<file path="config.mk">
export PLATFORM = sky130hd
export DESIGN_NAME = c8x_ctrl
export DESIGN_NICKNAME = d
export VERILOG_FILES = /design/src/sv/c8x_pkg.sv /design/src/sv/c8x_ctrl.sv
export SDC_FILE = /design/constraint.sdc
export NUM_CORES = 1
export LEC_CHECK = 0
export ABC_AREA = 1
export BUFFER_PORTS_ARGS = -buffer_cell sky130_fd_sc_hd__buf_2
export CAP_MARGIN = 20
export CORE_UTILIZATION = 61
export CTS_BUF_LIST = sky130_fd_sc_hd__clkbuf_16
export DETAILED_ROUTE_END_ITERATION = 7
export PLACE_DENSITY = 0.84
export SYNTH_ARGS = -nofsm -noshare
export SYNTH_HDL_FRONTEND = slang
export SYNTH_SLANG_ARGS = --single-unit
</file>
<file path="constraint.sdc">
create_clock -name clock -period 3.5 [get_ports clock]
set_clock_uncertainty 0.15 [all_clocks]
set_input_delay 0.175 -clock clock [delete_from_list [all_inputs] [get_ports clock]]
set_output_delay 0.175 -clock clock [all_outputs]
set_load 0.01 [all_outputs]
</file>
<file path="src/sv/c8x_pkg.sv">
// shared types and constants of the chip8 instruction executor
package c8x_pkg;

   typedef enum logic [1:0] {
      SEL_EXEC  = 2'd0,
      SEL_WRITE = 2'd1,
      SEL_READ  = 2'd2,
      SEL_PIXEL = 2'd3
   } sel_type;

   typedef enum logic [2:0] {
      K_SIMPLE, K_CLS, K_RET, K_DRAW, K_BCD, K_STORE, K_LOAD
   } kind_type;

   typedef enum logic [3:0] {
      U_NOP, U_INIT, U_LOAD, U_RDX, U_RDY, U_ACC, U_EXEC, U_CLR,
      U_RET, U_DRD, U_DWR, U_BCD, U_STORE, U_LRD, U_LWR, U_DONE
   } uop_type;

   typedef struct packed {
      uop_type uop;
   } cmd_type;

   typedef struct packed {
      logic     init_done;
      sel_type  sel;
      kind_type kind;
      logic     empty;
      logic     last;
   } stat_type;

   localparam logic [11:0] PC_RESET = 12'h200;
   localparam int FRAME_COLS = 64;
   localparam int FRAME_ROWS = 32;
   localparam int COL_BITS = $clog2(FRAME_COLS);
   localparam int ROW_BITS = $clog2(FRAME_ROWS);
   localparam int FONT_BYTES = 80;

   localparam logic [7:0] FONT_ROM [FONT_BYTES] = '{
      8'hF0, 8'h90, 8'h90, 8'h90, 8'hF0, 8'h20, 8'h60, 8'h20, 8'h20, 8'h70,
      8'hF0, 8'h10, 8'hF0, 8'h80, 8'hF0, 8'hF0, 8'h10, 8'hF0, 8'h10, 8'hF0,
      8'h90, 8'h90, 8'hF0, 8'h10, 8'h10, 8'hF0, 8'h80, 8'hF0, 8'h10, 8'hF0,
      8'hF0, 8'h80, 8'hF0, 8'h90, 8'hF0, 8'hF0, 8'h10, 8'h20, 8'h40, 8'h40,
      8'hF0, 8'h90, 8'hF0, 8'h90, 8'hF0, 8'hF0, 8'h90, 8'hF0, 8'h10, 8'hF0,
      8'hF0, 8'h90, 8'hF0, 8'h90, 8'h90, 8'hE0, 8'h90, 8'hE0, 8'h90, 8'hE0,
      8'hF0, 8'h80, 8'h80, 8'h80, 8'hF0, 8'hE0, 8'h90, 8'h90, 8'h90, 8'hE0,
      8'hF0, 8'h80, 8'hF0, 8'h80, 8'hF0, 8'hF0, 8'h80, 8'hF0, 8'h80, 8'h80
   };

endpackage

</file>
<file path="src/sv/c8x_ctrl.sv">
// controller state machine of the chip8 instruction executor
module c8x_ctrl import c8x_pkg::*; (
   input  logic     clock,
   input  logic     reset,
   input  logic     start,
   input  stat_type stat,
   output cmd_type  cmd,
   output logic     busy
);

   typedef enum logic [14:0] {
      ST_INIT  = 15'b000000000000001,
      ST_IDLE  = 15'b000000000000010,
      ST_RDX   = 15'b000000000000100,
      ST_RDY   = 15'b000000000001000,
      ST_ACC   = 15'b000000000010000,
      ST_EXEC  = 15'b000000000100000,
      ST_CLR   = 15'b000000001000000,
      ST_RET   = 15'b000000010000000,
      ST_DRD   = 15'b000000100000000,
      ST_DWR   = 15'b000001000000000,
      ST_BCD   = 15'b000010000000000,
      ST_STORE = 15'b000100000000000,
      ST_LRD   = 15'b001000000000000,
      ST_LWR   = 15'b010000000000000,
      ST_DONE  = 15'b100000000000000
   } state_type;

   state_type state_ff, state_in;

   always_comb begin
      state_in = state_ff;
      cmd.uop  = U_NOP;
      unique case (state_ff)
         ST_INIT: begin
            cmd.uop = U_INIT;
            if (stat.init_done) state_in = ST_IDLE;
         end
         ST_IDLE: begin
            if (start) begin
               cmd.uop  = U_LOAD;
               state_in = ST_RDX;
            end
         end
         ST_RDX: begin
            cmd.uop  = U_RDX;
            state_in = (stat.sel == SEL_EXEC) ? ST_RDY : ST_ACC;
         end
         ST_RDY: begin
            cmd.uop  = U_RDY;
            state_in = ST_EXEC;
         end
         ST_ACC: begin
            cmd.uop  = U_ACC;
            state_in = ST_DONE;
         end
         ST_EXEC: begin
            cmd.uop = U_EXEC;
            unique case (stat.kind)
               K_CLS:   state_in = ST_CLR;
               K_RET:   state_in = ST_RET;
               K_DRAW:  state_in = stat.empty ? ST_DONE : ST_DRD;
               K_BCD:   state_in = ST_BCD;
               K_STORE: state_in = ST_STORE;
               K_LOAD:  state_in = ST_LRD;
               default: state_in = ST_DONE;
            endcase
         end
         ST_CLR: begin
            cmd.uop = U_CLR;
            if (stat.last) state_in = ST_DONE;
         end
         ST_RET: begin
            cmd.uop  = U_RET;
            state_in = ST_DONE;
         end
         ST_DRD: begin
            cmd.uop  = U_DRD;
            state_in = ST_DWR;
         end
         ST_DWR: begin
            cmd.uop  = U_DWR;
            state_in = stat.last ? ST_DONE : ST_DRD;
         end
         ST_BCD: begin
            cmd.uop = U_BCD;
            if (stat.last) state_in = ST_DONE;
         end
         ST_STORE: begin
            cmd.uop = U_STORE;
            if (stat.last) state_in = ST_DONE;
         end
         ST_LRD: begin
            cmd.uop  = U_LRD;
            state_in = ST_LWR;
         end
         ST_LWR: begin
            cmd.uop  = U_LWR;
            state_in = stat.last ? ST_DONE : ST_LRD;
         end
         ST_DONE: begin
            cmd.uop  = U_DONE;
            state_in = ST_IDLE;
         end
         default: state_in = ST_INIT;
      endcase
   end

   always_ff @(posedge clock) begin
      if (reset) begin
         state_ff <= ST_INIT;
      end else begin
         state_ff <= state_in;
      end
   end

   assign busy = (state_ff != ST_IDLE);

endmodule

</file>
# Word-level counts from Yosys, hierarchy flattened
# Cells that the tools add are included.
[classes] reduce_logical=4 n_eq_ne=25 n_mux=11
[ops] operator="one-hot mux 15 bit (12 select lines)" count=1
[ops] operator="2-to-1 mux 15 bit" count=6
[ops] operator="one-hot mux 15 bit (6 select lines)" count=1
[ops] operator="one-hot mux 4 bit (15 select lines)" count=1
[ops] operator="equality test 15 x 1 -> 1 bit, second input constant" count=1
[ops] operator="equality test 15 x 10 -> 1 bit, second input constant" count=1
[ops] operator="equality test 15 x 11 -> 1 bit, second input constant" count=1
[ops] operator="equality test 15 x 12 -> 1 bit, second input constant" count=1
[ops] operator="equality test 15 x 13 -> 1 bit, second input constant" count=1
[ops] operator="equality test 15 x 14 -> 1 bit, second input constant" count=1
[ops] operator="equality test 15 bit, second input constant" count=1
[ops] operator="equality test 15 x 2 -> 1 bit, second input constant" count=1
[ops] operator="equality test 15 x 3 -> 1 bit, second input constant" count=1
[ops] operator="equality test 15 x 4 -> 1 bit, second input constant" count=1
[ops] operator="equality test 15 x 5 -> 1 bit, second input constant" count=1
[ops] operator="equality test 15 x 6 -> 1 bit, second input constant" count=1
[ops] operator="equality test 15 x 7 -> 1 bit, second input constant" count=1
[ops] operator="equality test 15 x 8 -> 1 bit, second input constant" count=1
[ops] operator="equality test 15 x 9 -> 1 bit, second input constant" count=1
[ops] operator="!= test 15 x 2 -> 1 bit, second input constant" count=1
[ops] operator="equality test 3 bit, second input constant" count=3
[ops] operator="equality test 3 x 2 -> 1 bit, second input constant" count=2
[ops] operator="2-to-1 mux 5 bit" count=1
[ops] operator="!= test 2 bit, second input constant" count=2
[ops] operator="7 further kinds" count=7
[word_totals] wordCells=41 inputBits=11 register_bits=15 output_inout_bits=5

# Depth between registers and ports, before layout
[logic_depth] word_depth=4 mapped_depth=12 mapped_depth_nobuf=12

# Least setup slack after synthesis
# Ideal clock, no wire load.
[synth_path] path_kind="register to output" startpoint="register state_ff[10]" endpoint="output port cmd[1] in the netlist's numbering" path_stages_with_launch=6 slack_ns=1.927 t_arrival_ns=1.248 t_required_ns=3.175 path_buffers=0 path_cell_list="dfxtp_1 -> nor2_2 -> nand2_4 -> nor3_4 -> nand2_1 -> o2111ai_1"
[synth_lines] item="from (decl)" line_no="c8x_ctrl.sv:29" rtl="state_type state_ff, state_in;"
[synth_lines] item="from (signal assigned)" line_no="c8x_ctrl.sv:113" rtl="state_ff <= state_in;"
[synth_lines] item="to (decl)" line_no="c8x_ctrl.sv:7" rtl="output cmd_type cmd,"

==> tab_implementation.tex <==
\begin{tabular}{lr}
\hline
Metric & Value \\
\hline
\multicolumn{2}{l}{\textbf{Status}} \\
\quad Status & completed \\
\multicolumn{2}{l}{\textbf{Synthesis}} \\
\quad Synth Area in Compound Gates & 4.12\% \\
\quad Sequential-to-total area share from yosys stat & 25.3\% \\
\quad Netlist area before placement & about 0.0012 mm2 \\
\quad Gate count after technology mapping & roughly 190 \\
\quad Number of enable flip-flop cells after synthesis & 0 \\
\quad Count of synthesis-stage warnings from yosys & 0 \\
\quad Dominant synthesized flop cell & sky130\_fd\_sc\_hd\_\_dfxtp\_1 \\
\quad Synth cell types & 20 \\
\quad Register bit count reported by yosys & 15 \\
\quad Post-synthesis mux area share & 0\% \\
\quad Average instance area after synthesis & between 6 and 7 um2 \\
\quad Synth Area in Adders & 0\% \\
\quad Post-synthesis share of cell area spent on and, or, nand and nor gates & 58.8\% \\
\quad Ys async rst share & 0\% \\
\quad Synthesized-area fraction occupied by xor and xnor cells & 0\% \\
\quad Dominant combinational cell family by area after synthesis & simple AND/OR/NAND/NOR gates \\
\quad Synthesized Nets & 200 \\
\multicolumn{2}{l}{\textbf{Timing}} \\
\quad Maximum clock rate & between 0.4 and 0.5 GHz \\
\quad Worst slew slack as a fraction of its limit & 74.9\% \\
\quad Sum of negative setup slack & 0 ns \\
\quad Max-slew violation count & 0 \\
\quad Final setup violating endpoints & 0 \\
\quad Final hold violation count & 0 \\
\quad Tightest Pin Transition & 0.376 ns \\
\quad Hold\_ws & 0.00591 ns \\
\quad Setup repair after global routing missed its margin & no \\
\quad Final worst path period need & 2.03 ns \\
\quad Post-route clock period utilization & 58.1\% \\
\multicolumn{2}{l}{\textbf{Detailed routing}} \\
\quad Total via count after detailed routing & 1241 \\
\quad Router iterations before antenna repair & 4 \\
\quad DR iter-0 viols & 57 \\
\quad Routed Antenna Nets & 0 \\
\quad Routed wire per std cell & 12.7 um \\
\quad Via density per instance & 5.33 \\
\quad Residual DRC & 0 \\
\quad Total wire length after detailed routing & 2.95 mm \\
\multicolumn{2}{l}{\textbf{Pwr}} \\
\quad Total power after layout & 690 uW \\
\quad Areal power density over the cells & 504 mW/mm2 \\
\quad Reported leakage power & 0.000711 uW \\
\quad Peak VDD IR & roughly 0.00047 V \\
\multicolumn{2}{l}{\textbf{GRT}} \\
\quad GRT Overall Usage & 32.4\% \\
\quad Remaining global-route overflow & 0 \\
\quad Largest net degree at the start of global routing & 9 \\
\quad Number of antenna violations at the first check in global routing & 0 \\
\quad Wire length of the first global-routing pass & 4.86 mm \\
\quad Number of global-route vias before repair & 1157 \\
\multicolumn{2}{l}{\textbf{Clocking}} \\
\quad \# hold bufs at CTS & 0 \\
\quad TritonCTS sink count & 15 \\
\quad Clock buffer count from CTS & 3 \\
\quad Clock Path Buffers & 2 \\
\quad CTS Root Buffer Type & sky130\_fd\_sc\_hd\_\_clkbuf\_16 \\
\quad Clk\_lat worst skew & between 0.2 and 0.3 ns \\
\quad Clock-pin slew on the worst setup and hold paths & 0.05 ns \\
\quad Post-CTS setup buffer count & 0 \\
\quad Number of instances resized during post-cts repair & 0 \\
\quad TritonCTS clock tree & built \\
\quad Count of H-tree levels built during CTS & 1 \\
\multicolumn{2}{l}{\textbf{Cells and area}} \\
\quad Sequential cell area & 300 um2 \\
\quad Final instance area & around 0.0014 mm2 \\
\quad Number of nets in the finished design & 220 \\
\quad Utilization after layout & between 70\% and 80\% \\
\quad Top flop regs & state\_ff x15 \\
\quad Total of fill cells in the finished design & 144 \\
\quad Layout overhead on the synthesized area & 15.6\% \\
\quad Register containing the most flip-flops in the final layout & state\_ff \\
\quad Multi-input gate area & between 700 and 800 um2 \\
\quad Antenna diode count & 0 \\
\quad Fraction of final layout cells with drive strength greater than 1 & 26.0\% \\
\quad Largest register FFs & 15 \\
\multicolumn{2}{l}{\textbf{Floorplan}} \\
\quad Placeable core region & around 0.0018 mm2 \\
\quad Die Y & 46.1 um \\
\quad Initial Util & 67.2\% \\
\quad Number of ports placed on the die boundary & 16 \\
\quad Die Footprint & $\sim$0.0021 mm2 \\
\quad \# rows & 15 \\
\quad Horizontal extent of the die & $\sim$46 um \\
\multicolumn{2}{l}{\textbf{Worst setup path}} \\
\quad Type of origin of the critical path & flop \\
\quad Required time of the critical path & 3.17 ns \\
\quad Crit. End Element & primary output \\
\quad Slowest CP cell & sky130\_fd\_sc\_hd\_\_dfxtp\_1 \\
\quad CP Data Arrival Time & 1.71 ns \\
\quad Series of cell instances along the critical path & nor2\_2, nand2\_4, nor3\_4, nand2\_1, o2111ai\_1, buf\_2 \\
\quad Cell class contributing the biggest share of worst-path delay & simple AND/OR/NAND/NOR gates \\
\quad Max stage delay on crit path & 0.33 ns \\
\quad Setup Crit Path Kind & reg2out \\
\quad Largest fanout on the critical path & 5 \\
\quad Reg2Reg Setup Slack & 1.70 ns \\
\quad Critical path buffer and inverter count & 1 \\
\multicolumn{2}{l}{\textbf{Worst hold path}} \\
\quad Tightest Hold Check Type & in2reg \\
\multicolumn{2}{l}{\textbf{Placement}} \\
\quad Final weighted congestion in routability-driven placement & between 0.8 and 0.9 \\
\quad Port Buf Inserts & 15 \\
\quad Placed inst area & about 0.0013 mm2 \\
\quad Post-DP HPWL & 2.21 mm \\
\multicolumn{2}{l}{\textbf{Job}} \\
\quad Max-capacitance violation count & 0 \\
\hline
\end{tabular}
==> synth_stat cells (5+ instances only) <==
| cell | instances | share of area (%) |
|---|---|---|
| sky130_fd_sc_hd__nand2_1 | 45 | 14 |
| sky130_fd_sc_hd__inv_1 | 32 | 10 |
| sky130_fd_sc_hd__nor2_1 | 26 | 8.2 |
| sky130_fd_sc_hd__dfxtp_1 | 15 | 25 |
| sky130_fd_sc_hd__nand3_1 | 12 | 5.1 |
| sky130_fd_sc_hd__nor2_2 | 10 | 5.3 |
| sky130_fd_sc_hd__nor3_1 | 7 | 3.0 |
| sky130_fd_sc_hd__nand4_1 | 6 | 3.2 |
| sky130_fd_sc_hd__inv_2 | 5 | 1.6 |
| sky130_fd_sc_hd__nand2_2 | 5 | 2.6 |
| sky130_fd_sc_hd__nand2_4 | 5 | 4.8 |
| sky130_fd_sc_hd__nand3_2 | 5 | 4.2 |
==> power breakdown <==
| part | internal, uW | leakage (uW) | switching (uW) | total (uW) |
|---|---|---|---|---|
| registers | 184 | 0.000121 | 9.58 | 193 |
| clock network | 152 | 0.0000423 | 72.0 | 224 |
| logic | 86.4 | 0.000547 | 187 | 273 |
| total | 422 | 0.000711 | 268 | 690 |
==> cell families (layout without fill, tap and decap cells) <==
family | after synthesis | in the layout
buffers and inverters | 37 | 56
AND/OR/NAND/NOR | 128 | 128
AO/OA/AOI/OAI | 9 | 9
flip-flops | 15 | 15
==> area by class of cell <==
class	count	area share [%]
multi-input cells	137	54.4
flip-flops and latches	15	21.9
inverters	37	10.1
clock buffers	3	5.48
repair buffers	15	5.48
well taps	25	2.28
clock inverters	1	0.274
==> cells in the final DEF (no fill, tap or decap) <==
| master | instances |
|---|---|
| sky130_fd_sc_hd__inv_2 | 5 |
| sky130_fd_sc_hd__nor3_1 | 7 |
| sky130_fd_sc_hd__a21oi_1 | 3 |
| sky130_fd_sc_hd__nand2_1 | 45 |
| sky130_fd_sc_hd__o21ai_1 | 2 |
| sky130_fd_sc_hd__nand2_4 | 5 |
| sky130_fd_sc_hd__nand3_2 | 5 |
| sky130_fd_sc_hd__inv_1 | 33 |
| sky130_fd_sc_hd__buf_2 | 15 |
| sky130_fd_sc_hd__nand2_2 | 5 |
| sky130_fd_sc_hd__nand3_1 | 12 |
| sky130_fd_sc_hd__dfxtp_1 | 15 |
| sky130_fd_sc_hd__nand4_1 | 6 |
| sky130_fd_sc_hd__nor3b_1 | 1 |
| sky130_fd_sc_hd__nor3_4 | 1 |
| sky130_fd_sc_hd__o21ai_0 | 3 |
| sky130_fd_sc_hd__nor2_1 | 26 |
| sky130_fd_sc_hd__nor2_2 | 10 |
| sky130_fd_sc_hd__nor2_8 | 2 |
| sky130_fd_sc_hd__nor2_4 | 3 |
| sky130_fd_sc_hd__clkbuf_16 | 3 |
| sky130_fd_sc_hd__o2111ai_1 | 1 |
==> worst paths after layout <==
kind / end / cells past startpoint / startpoint
max: cmd[1] / 6 / state_ff[10]$_SDFFE_PP0P_
max reg2reg: state_ff[2]$_SDFFE_PP0P_ / 10 / state_ff[0]$_SDFFE_PP1P_
min: state_ff[7]$_SDFFE_PP0P_ / 2 / stat[4]
min reg2reg: state_ff[10]$_SDFFE_PP0P_ / 2 / state_ff[10]$_SDFFE_PP0P_
==> metrics by stage <==
| stage | worst slack (ns) | instances |
|---|---|---|
| final | 1.47 | 233 |
| after global routing | 1.40 | 233 |
| after CTS | 1.51 | 233 |
| after detailed placement | 1.82 | 229 |
| after global placement | 1.86 | 229 |
| after floorplan | 1.93 | 189 |
==> per-layer routing <==
layer  routed length [um]  track usage, %  share of wire [%]
met5                    0               0                  0
met4                   85            15.3                2.9
met3                  153            5.88                5.2
met2                 1430            53.2                 49
met1                 1280            40.7                 43
==> worst register-to-register path: cells and delay by family, from the launching register on <==
family,cells,cell delay [ns]
buf+inv,4,0.29
flops,1,0.32
simple gates,6,0.93
(Power assumes the default switching activity.)
